File: config.mk
export PLATFORM = sky130hd
export DESIGN_NAME = csrcn_ctrl
export DESIGN_NICKNAME = d
export VERILOG_FILES = /design/src/design/csrcn_pkg.sv /design/src/design/csrcn_ctrl.sv
export SDC_FILE = /design/constraint.sdc
export NUM_CORES = 1
export LEC_CHECK = 0
export ABC_AREA = 1
export BUFFER_PORTS_ARGS = -buffer_cell sky130_fd_sc_hd__buf_4
export CAP_MARGIN = 15
export CORE_AREA = 2 2 39 41
export DETAILED_ROUTE_END_ITERATION = 6
export DIE_AREA = 0 0 41 43
export GPL_TIMING_DRIVEN = 0
export PLACE_DENSITY = 0.6
export REMOVE_ABC_BUFFERS = 1
export SETUP_SLACK_MARGIN = 0.3
export SYNTH_ARGS = -nofsm -noshare
export SYNTH_HDL_FRONTEND = slang
export SYNTH_SLANG_ARGS = --single-unit
File: constraint.sdc
create_clock -name clk_i -period 1.4 [get_ports clk_i]
set_input_delay 0.07 -clock clk_i [delete_from_list [all_inputs] [get_ports clk_i]]
set_output_delay 0.07 -clock clk_i [all_outputs]
set_load 0.02 [all_outputs]
File: src/design/csrcn_pkg.sv
// Shared types and constants of the CSR common-neighbour counter.
// Field widths, operation codes and the command and status bundles between
// controller and datapath. No dependencies.
package csrcn_pkg;

  localparam int OP_W     = 2;
  localparam int INDEX_W  = 14;
  localparam int VALUE_W  = 15;
  localparam int VERTEX_W = 10;
  localparam int PART_W   = 3;
  localparam int COUNT_W  = 11;
  localparam int VCOUNT_W = 11;
  localparam int NEIGH_W  = 10;

  localparam int DEF_MAX_VERTICES   = 1024;
  localparam int DEF_MAX_PARTITIONS = 8;
  localparam int DEF_MAX_EDGES      = 16384;

  localparam logic [VCOUNT_W-1:0] VCOUNT_RESET = VCOUNT_W'(1024);
  localparam logic [COUNT_W-1:0]  COUNT_MAX    = '1;

  localparam logic [OP_W-1:0] OP_WR_OFFSET = 2'd0;
  localparam logic [OP_W-1:0] OP_WR_EDGE   = 2'd1;
  localparam logic [OP_W-1:0] OP_COUNT     = 2'd2;

  typedef enum logic [1:0] {
    OFF_U,
    OFF_U_END,
    OFF_V,
    OFF_V_END
  } off_sel_e;

  typedef struct packed {
    logic     accept;
    logic     load;
    logic     base;
    off_sel_e off_sel;
    logic     cap_us;
    logic     cap_ue;
    logic     cap_vs;
    logic     cap_ve;
    logic     merge_init;
    logic     merge_step;
    logic     res_load;
  } cmd_t;

  typedef struct packed {
    logic is_query;
    logic bad;
    logic active;
  } sts_t;

endpackage

File: src/design/csrcn_ctrl.sv
// Controller of the CSR common-neighbour counter: sequences offset reads,
// the merge walk and the result beat. Depends on csrcn_pkg.
module csrcn_ctrl import csrcn_pkg::*; (
  input  logic clk_i,
  input  logic rst_ni,
  input  logic req_valid_i,
  output logic req_ready_o,
  output logic rsp_valid_o,
  input  logic rsp_ready_i,
  input  sts_t sts_i,
  output cmd_t cmd_o
);

  typedef enum logic [3:0] {
    S_IDLE,
    S_CHECK,
    S_RD0,
    S_RD1,
    S_RD2,
    S_RD3,
    S_RD4,
    S_MERGE,
    S_DONE
  } state_e;

  state_e state_q, state_d;
  logic   out_valid_q, out_valid_d;
  logic   accept;
  logic   slot_free;

  assign req_ready_o = (state_q == S_IDLE);
  assign rsp_valid_o = out_valid_q;
  assign accept      = req_valid_i && req_ready_o;
  assign slot_free   = !out_valid_q || rsp_ready_i;

  always_comb begin
    cmd_o         = '0;
    cmd_o.off_sel = OFF_U;
    cmd_o.accept  = accept;
    state_d       = state_q;
    out_valid_d   = out_valid_q && !rsp_ready_i;
    case (state_q)
      S_IDLE: begin
        if (accept && sts_i.is_query) begin
          cmd_o.load = 1'b1;
          state_d    = S_CHECK;
        end
      end
      S_CHECK: begin
        cmd_o.base = 1'b1;
        state_d    = sts_i.bad ? S_DONE : S_RD0;
      end
      S_RD0: begin
        cmd_o.off_sel = OFF_U;
        state_d       = S_RD1;
      end
      S_RD1: begin
        cmd_o.off_sel = OFF_U_END;
        cmd_o.cap_us  = 1'b1;
        state_d       = S_RD2;
      end
      S_RD2: begin
        cmd_o.off_sel = OFF_V;
        cmd_o.cap_ue  = 1'b1;
        state_d       = S_RD3;
      end
      S_RD3: begin
        cmd_o.off_sel = OFF_V_END;
        cmd_o.cap_vs  = 1'b1;
        state_d       = S_RD4;
      end
      S_RD4: begin
        cmd_o.cap_ve     = 1'b1;
        cmd_o.merge_init = 1'b1;
        state_d          = S_MERGE;
      end
      S_MERGE: begin
        cmd_o.merge_step = 1'b1;
        if (!sts_i.active) begin
          state_d = S_DONE;
        end
      end
      S_DONE: begin
        if (slot_free) begin
          cmd_o.res_load = 1'b1;
          out_valid_d    = 1'b1;
          state_d        = S_IDLE;
        end
      end
      default: begin
        state_d = S_IDLE;
      end
    endcase
  end

  always_ff @(posedge clk_i or negedge rst_ni) begin
    if (!rst_ni) begin
      state_q     <= S_IDLE;
      out_valid_q <= 1'b0;
    end else begin
      state_q     <= state_d;
      out_valid_q <= out_valid_d;
    end
  end

endmodule

Word-level counts from Yosys, hierarchy flattened
Cells that the tools add are included.
{ "op_classes": {"n_mux": 18, "reduce_logical": 8, "n_eq_ne": 11} }
{ "op_table": {"columns": ["operator", "n"], "rows": [
  ["4-bit case mux with 9 select lines", 1],
  ["4-bit by 3-bit equality test with 1-bit output (second input constant)", 4],
  ["4-bit two-way mux", 4],
  ["1-bit two-way mux", 11],
  ["4-bit by 2-bit equality test with 1-bit output (second input constant)", 2],
  ["2-bit case mux with 3 select lines", 1],
  ["4-bit by 1-bit equality test with 1-bit output (second input constant)", 1],
  ["4-bit equality test (second input constant)", 1],
  ["4-bit logical NOT", 1],
  ["2-bit inequality test (second input constant)", 2],
  ["1-bit logical AND", 3],
  ["3-bit AND reduction", 1],
  ["1-bit logical NOT", 2],
  ["2-bit two-way mux", 1],
  ["2-bit by 1-bit inequality test with 1-bit output (second input constant)", 1],
  ["1-bit logical OR", 1]
]} }
{ "totals": {"elab_cells": 39, "in_bits": 7, "output_inout_bits": 14, "reg_bits": 5} }

Logic depth before layout (Yosys ltp)
Gate-level depths: netlist (run 1).
{ "depth": {"ltp_word": 5, "mapped_depth": 7, "ltp_nobuf": 7} }

Least setup slack after synthesis (run 1)
No wires, ideal clock.
{ "synth_timing": {"path_kind": "reg2out", "start": "register state_q[0]", "end": "output port cmd_o[10] in the netlist's numbering", "setup_slack_ns": 0.114, "t_arrival_ns": 1.216, "n_path_buf": 0, "path_stages_with_launch": 6, "cell_sequence": "dfrtp_1 -> nor2_2 -> inv_2 -> nor2_4 -> inv_1 -> nor3_2"} }
{ "synth_rtl": {"columns": ["item", "line", "text"], "rows": [
  ["from (decl)", "csrcn_ctrl.sv:26", "state_e state_q, state_d;"],
  ["from (signal assigned)", "csrcn_ctrl.sv:101", "state_q <= state_d;"],
  ["to (decl)", "csrcn_ctrl.sv:11", "output cmd_t cmd_o"]
]} }

==> implementation parameters, run 1 <==
Parameter                              Value

Timing
  Number of failing setup endpoints in the final timing report ... 0
  Setup TNS Final ... 0 ns
  Actual transition at the worst max-transition pin ... 0.1902 ns
  Setup repair after global routing missed its margin ... true
  Max Transition Viols Final ... 0
  Crit share post-route ... 96.29%
  Worst clock skew on the final layout ... around 0.0012 ns
  Max Freq ... 0.7418 GHz
  Slew Limit Headroom ... ~87%
  Count of final hold-check violations ... 0
  Period minus WS final ... 1.348 ns

Critical path
  Sort of element at the end of the critical path ... output pin
  Crit path DAT ... 1.28 ns
  Critical Path RT ... approximately 1.3 ns
  Critical path fanouts, max ... 4
  Category of the most critical setup path ... flip-flop to output pin
  Element type at the critical path start ... flip-flop
  R2R cell count ... 8

Layout
  Final standard cell utilization of the core ... 55.70%
  Number of nets in the layout ... 105
  Layout cells sized above 1 ... 65.98%
  Area growth from synthesis to layout ... 94.94%
  Non-Filler Cell Area, Final ... 770.7 um^2
  Register area ... 128.9 um^2
  Final non-filler cell total ... ~110
  Area of combinational cells with multiple inputs ... 246.5 um^2
  Fillcell total ... 129
  Antenna Diode Count ... 0

Job
  Max capacitance violation total ... 0

Power and ir drop
  Static power due to leakage ... 0.4291 nW
  Int Power ... between 0.9 and 1 mW
  Net switching fraction of the power ... 47.01%
  Clock power frac ... 8.6%
  Maximum vdd ir drop ... 0.001024 V
  Logic pwr share ... 75.7%
  Switching component of the power ... between 0.8 and 0.9 mW
  Power per cell area ... 2428 nW/um^2
  Fraction of power consumed by sequential logic ... 15.7%

Synthesis
  Post-synthesis share of cell area spent on and, or, nand and nor gates ... between 40% and 50%
  Post-synthesis compound-gate area fraction ... 5.380%
  Average cell area after synthesis ... roughly 6.5 um^2
  Post-synth EDFFs ... 0
  Asr flop ratio synth ... 100.0%
  Cell types occupying the most area after synthesis ... sky130_fd_sc_hd__dfrtp_1 (32%), sky130_fd_sc_hd__inv_1 (13%), sky130_fd_sc_hd__nand2_1 (12%), sky130_fd_sc_hd__nor2_1 (7.6%), sky130_fd_sc_hd__nand3_1 (5.1%)
  Post-Synth Adder-Cell Area ... 0%
  Post-synthesis mux area share ... 0%
  Leading area contributor after synthesis ... sky130_fd_sc_hd__dfrtp_1
  Distinct cells, synth ... 18
  Fraction of post-synthesis cell area in the top cell type by area ... 31.65%
  Netlist Area Pre-Place ... 395.4 um^2
  Yosys warnings ... 0
  Leading post-synthesis cells by instance count ... sky130_fd_sc_hd__inv_1 (14), sky130_fd_sc_hd__nand2_1 (13), sky130_fd_sc_hd__nor2_1 (8)
  Most repeated cell in the gate-level netlist after synthesis ... sky130_fd_sc_hd__inv_1
  Synth Flop Type ... sky130_fd_sc_hd__dfrtp_1
  Combinational family with the most area after synthesis ... simple AND/OR/NAND/NOR gates
  Count of state elements after synthesis ... 5
  Post-synthesis share of cell area spent on xor and xnor gates ... 0%
  Fraction of the yosys area taken by sequential cells ... a little under a third
  Cell count after synthesis ... 61

Global route
  Overflow after GRT ... 0
  Wire length of the first global-routing pass ... 1.600 mm
  Maximum number of pins on one net before global-route repair ... 6
  Total track usage ... 13.37%
  Number of global-route vias before repair ... 416
  Antenna violations before repair ... 0

Clocking
  CTS tree ... done
  Clock Sink Count ... 5
  Number of CTS-inserted buffers ... 3
  Insertion delay to the later sink of the worst-skew pair ... 0.24 ns
  Htree depth ... 1
  Clock input transition at the sequential cells of the worst setup and hold paths ... 0.04 ns
  Clock Tree Buf Depth ... 2
  Clock tree root driver cell ... sky130_fd_sc_hd__clkbuf_4

Die
  Area enclosed by the die boundary ... approximately 1800 um^2
  Area of the core ... 1384 um^2
  Standard-cell row count ... 14
  Initial standard-cell utilization of the core ... 28.57%
  Number of I/O pins ... 21
  Die width ... 41 um
  Die boundary height ... 43 um

Route
  Final WL ... 1.094 mm
  DRC violation total after the first TritonRoute iteration ... 5
  DR WL/cell ... 9.681 um
  Post-route ant nets ... 0
  Vias after detailed routing ... approximately 490
  DRC ... 0
  Drt via density ... 4.327
  Detailed-routing iteration count for the pre-antenna-repair pass ... 4

Outcome
  Outcome ... complete, no violations

Placement
  Port buffer count ... 20
  Cell count after placement ... 95
  Final GP Congestion ... 0.7696
  Cell area after placement ... about 550 um^2
  HPWL Detailed ... 712 um

Hold path
  HP Class ... input port to flip-flop
  Hold Path Depth ... 2
-- worst max-delay path, stage by stage (launching register included) --
cell and delay [ns]:
sky130_fd_sc_hd__dfrtp_2 0.44, sky130_fd_sc_hd__inv_2 0.12, sky130_fd_sc_hd__nand2_4 0.09, sky130_fd_sc_hd__nor2_4 0.13
sky130_fd_sc_hd__nand2_2 0.08, sky130_fd_sc_hd__nand2_1 0.06, sky130_fd_sc_hd__buf_4 0.13
-- cells in the final DEF, fill, tap and decap left out --
| master | n |
|---|---|
| sky130_fd_sc_hd__nand3_2 | 1 |
| sky130_fd_sc_hd__dfrtp_1 | 2 |
| sky130_fd_sc_hd__nor2_1 | 5 |
| sky130_fd_sc_hd__buf_4 | 26 |
| sky130_fd_sc_hd__o21ai_0 | 1 |
| sky130_fd_sc_hd__nand2_1 | 9 |
| sky130_fd_sc_hd__o211ai_1 | 1 |
| sky130_fd_sc_hd__nor2_4 | 6 |
| sky130_fd_sc_hd__nand2_4 | 1 |
| sky130_fd_sc_hd__dfrtp_2 | 3 |
| sky130_fd_sc_hd__inv_1 | 7 |
| sky130_fd_sc_hd__clkbuf_4 | 3 |
| sky130_fd_sc_hd__inv_2 | 7 |
| sky130_fd_sc_hd__clkbuf_1 | 1 |
| sky130_fd_sc_hd__nor3_2 | 2 |
| sky130_fd_sc_hd__nand2_2 | 4 |
| sky130_fd_sc_hd__buf_6 | 7 |
| sky130_fd_sc_hd__nand3_1 | 4 |
| sky130_fd_sc_hd__inv_4 | 2 |
| sky130_fd_sc_hd__o21ai_2 | 1 |
| sky130_fd_sc_hd__nor2_2 | 1 |
| sky130_fd_sc_hd__nand4_1 | 2 |
| sky130_fd_sc_hd__dlygate4sd3_1 | 1 |
-- per-stage QoR --
| step | setup slack [ns] | hold slack, ns | total power [mW] |
|---|---|---|---|
| global route | -0.03215 | 0.07390 | 2.004 |
| CTS | 0.04715 | 0.04317 | 1.757 |
| finish | 0.05190 | 0.06561 | 1.871 |
| floorplan | 0.1091 | -0.2256 | 0.8673 |
| global placement | 0.1777 | -0.1285 | 1.176 |
| detailed placement | 0.1803 | -0.1292 | 1.179 |
-- layout make-up --
type | count | area share, %
repair buffers | 34 | 36.85
multi-input cells | 38 | 31.98
flip-flops and latches | 5 | 16.72
inverters | 16 | 8.442
clock buffers | 4 | 3.409
well taps | 16 | 2.597
-- repair_timing --
| item | in CTS | in global routing |
|---|---|---|
| endpoints found under the setup margin | 16 | 17 |
| cloned | 0 | 0 |
| hold endpoints to repair | 5 | 0 |
| pin swaps | 9 | 7 |
| gates resized for setup | 22 | 11 |
| hold buffers | 1 | 0 |
| buffers inserted | 11 | 2 |
-- per-layer routing --
layer / GRT usage, % / routed length, um
met1: 16.56 / 435
met2: 21.88 / 576
met3: 0 / 61
met4: 8.000 / 21
met5: 0 / 0
-- state kept, by name (all words and copies together) (netlist names) --
register / cells
rsp_valid_o: 1
state_q: 4
-- power groups by stage --
stage                     Sequential [mW]  Clock, mW  Combinational (mW)
after detailed placement            0.299          0               0.880
final                               0.293      0.162                1.42
after floorplan                     0.294          0               0.573
after global routing                0.300      0.177                1.53
after global placement              0.301          0               0.875
after CTS                           0.287      0.169                1.30
-- cells by family after synthesis --
family / Yosys count
buffers and inverters: 18
flip-flops: 5
AND/OR/NAND/NOR: 35
AO/OA/AOI/OAI: 3
-- final timing paths --
path,from,to,slack [ns]
min in group asynchronous,rst_ni,rsp_valid_o,0.16
hold reg to reg,rsp_valid_o,rsp_valid_o,0.57
max in group asynchronous,rst_ni,state_q[1],1.12
hold / removal,rsp_ready_i,rsp_valid_o,0.07
setup / recovery,state_q[3],cmd_o[7],0.05
setup reg to reg,state_q[3],state_q[1],0.16
Note: power is estimated with default switching activity, not from simulation.
==> inputs of run 2 (changes only) <==
ABC_AREA = unset   (was 1)
PLACE_DENSITY = 0.61   (was 0.6)
==> run 2 against run 1 <==
The run now ends with setup timing left. Area after synthesis grew 3.2%. Combinational power grew 50%. Clock power grew 2%.
==> implementation parameters, run 2 <==
Parameter                              Value

Layout
  Layout cells sized above 1 ... 79.55%
  Number of nets in the layout ... between 90 and 100
  Area growth from synthesis to layout ... 141.1%
  Area of combinational cells with multiple inputs ... 345.3 um^2
  Register area ... approximately 130 um^2
  Number of flip-flops in the largest register ... 4
  Fillcell total ... slightly above 90
  Final standard cell utilization of the core ... 71.07%
  Antenna Diode Count ... 0
  Register with the most flip-flops ... state_q
  Commonest non-fill, non-tap cell in the layout ... sky130_fd_sc_hd__buf_6
  Commonest cells after routing, fill and taps aside ... sky130_fd_sc_hd__buf_6 (18), sky130_fd_sc_hd__buf_4 (17), sky130_fd_sc_hd__nor2_4 (5)

Die
  Standard-cell row count ... 14
  Initial standard-cell utilization of the core ... between 20% and 30%
  Number of I/O pins ... 21
  Area enclosed by the die boundary ... 1763 um^2
  Die boundary height ... 43 um
  Area of the core ... 1384 um^2
  Die width ... approximately 41 um

Power and ir drop
  Power per cell area ... 2642 nW/um^2
  Maximum vdd ir drop ... 0.001091 V
  Static power due to leakage ... 0.4354 nW
  Total power of the final layout ... 2.598 mW

Synthesis
  Fraction of post-synthesis cell area in the top cell type by area ... 30.67%
  Asr flop ratio synth ... 100.0%
  Synth Flop Type ... sky130_fd_sc_hd__dfrtp_1
  Leading area contributor after synthesis ... sky130_fd_sc_hd__dfrtp_1
  Cell types occupying the most area after synthesis ... sky130_fd_sc_hd__dfrtp_1 (31%), sky130_fd_sc_hd__buf_4 (5.5%), sky130_fd_sc_hd__buf_6 (5.5%), sky130_fd_sc_hd__nor2_1 (5.5%), sky130_fd_sc_hd__a21oi_1 (4.9%)
  Fraction of the yosys area taken by sequential cells ... 30.67%
  Most repeated cell in the gate-level netlist after synthesis ... sky130_fd_sc_hd__nor2_1
  Distinct cells, synth ... 24
  Count of state elements after synthesis ... 5
  Netlist Area Pre-Place ... 407.9 um^2
  Leading post-synthesis cells by instance count ... sky130_fd_sc_hd__nor2_1 (6), sky130_fd_sc_hd__dfrtp_1 (5), sky130_fd_sc_hd__a21oi_1 (4), sky130_fd_sc_hd__nor3_1 (4)
  Yosys warnings ... 0
  Average cell area after synthesis ... 8.498 um^2
  Cell count after synthesis ... 48
  Post-synth EDFFs ... 0

Global route
  Maximum number of pins on one net before global-route repair ... 10
  Antenna violations before repair ... 0
  Wire length of the first global-routing pass ... 2.159 mm
  Number of global-route vias before repair ... around 500
  Overflow after GRT ... 0
  Total track usage ... 18.50%

Timing
  Number of failing setup endpoints in the final timing report ... 11
  Setup repair after global routing missed its margin ... true
  Count of final hold-check violations ... 0
  Worst Slack Setup Final ... -0.1430 ns
  Actual transition at the worst max-transition pin ... between 0.2 and 0.3 ns
  Worst hold margin ... 0.05234 ns
  Worst clock skew on the final layout ... ~0.006 ns
  Max Freq ... between 0.6 and 0.7 GHz
  Crit share post-route ... 110.2%
  Setup TNS Final ... -0.6234 ns
  Max Transition Viols Final ... 0
  Period minus WS final ... between 1.5 and 2 ns
  Slew Limit Headroom ... 81.84%

Placement
  HPWL Detailed ... about 660 um
  Port buffer count ... 20
  Worst slack after detailed placement ... -0.07124 ns
  Final GP Congestion ... 0.6871

Route
  Vias after detailed routing ... 518
  Detailed-routing iteration count for the pre-antenna-repair pass ... 4
  DRC ... 0
  Top routing layer in use ... met4
  DRC violation total after the first TritonRoute iteration ... 7
  Length of routed met3 wiring ... 55 um
  Final WL ... ~1.5 mm
  Metal1 wirelength ... 616 um
  Met2 Wirelength ... 827 um
  DR WL/cell ... 14.55 um
  Post-route ant nets ... 0
  Drt via density ... 4.981

Clocking
  Clock Sink Count ... 5
  Insertion delay to the later sink of the worst-skew pair ... 0.24 ns
  Number of CTS-inserted buffers ... 3
  CTS tree ... done
  Clock input transition at the sequential cells of the worst setup and hold paths ... 0.05 ns
  Clock tree root driver cell ... sky130_fd_sc_hd__clkbuf_4
  Htree depth ... 1
  Clock Tree Buf Depth ... 2

Job
  Max capacitance violation total ... 0

Critical path
  Category of the most critical setup path ... flip-flop to output pin
  Critical Path RT ... 1.33 ns
  R2R cell count ... 4
  Element type at the critical path start ... flip-flop
  Crit path DAT ... 1.47 ns
  Flop-to-flop setup slack ... -0.08 ns
  Critical path fanouts, max ... 2
  Sort of element at the end of the critical path ... output pin

Hold path
  HP Class ... input port to flip-flop
  Hold Path Depth ... 2

Outcome
  Failing checks ... setup timing
  Outcome ... complete, but fails checks
## run 2: cell types whose count changed after synthesis, sizes merged, moves of 2 or more
cell | before | now
a21boi | 0 | 2
a21oi | 0 | 4
buf | 2 | 6
inv | 15 | 3
nand2 | 14 | 2
nand2b | 0 | 4
nand3 | 5 | 0
nand4 | 2 | 0
nor2 | 12 | 6
nor3 | 2 | 4
nor3b | 0 | 2
o31ai | 0 | 2
## run 2: power by group
part	internal [mW]	switching [mW]
Sequential	0.224	0.0815
Clock	0.108	0.0587
Combinational	1.18	0.950
Total	1.51	1.09
## run 2: critical path: stages (launching register included)
cell	delay (ns)
sky130_fd_sc_hd__dfrtp_2	0.41
sky130_fd_sc_hd__or4b_4	0.55
sky130_fd_sc_hd__a21oi_2	0.12
sky130_fd_sc_hd__buf_4	0.15
## run 2: worst paths after layout
check | from | end
hold reg to reg | state_q[3] | state_q[1]
min in group asynchronous | rst_ni | state_q[2]
max in group asynchronous | rst_ni | state_q[3]
setup reg to reg | state_q[1] | state_q[3]
hold / removal | rsp_ready_i | state_q[3]
setup / recovery | state_q[1] | cmd_o[0]
## run 2: cells by family (layout without fill, tap and decap cells)
kind of cell,after synthesis,count (layout),synth area share [%]
flops,5,5,30.67
compound gates,11,11,19.94
simple gates,22,22,32.21
xor+xnor,1,1,2.148
buf+inv,9,49,15.03
## run 2: final cells by class
cell class              count  area share [%]
multi-input cells          34           35.11
inverters                   3           1.145
repair buffers             42           45.80
clock buffers               4           2.672
well taps                  16           2.036
flip-flops and latches      5           13.23
## run 2: layer usage
metal / global-route usage, % / vias to the layer above
met5: 0 / -
met4: 10.67 / 0
met3: 5.759 / 2
met2: 28.75 / 19
met1: 21.05 / 254
li1: - / 243
## run 2: through the flow
stage                     instance area (um^2)  instances
final                                    983.4        104
after floorplan                          357.8         42
after global placement                   528.0         78
after detailed placement                 528.0         78
after global routing                     983.4        104
after CTS                                814.5         98
## run 2: what timing repair did
action,4_1_cts,5_1_grt
setup endpoints to repair,18,18
hold buffers,1,0
endpoints found under the hold margin,5,0
pin swaps,11,8
cloned,0,1
resized for setup,34,24
buffers inserted,15,5
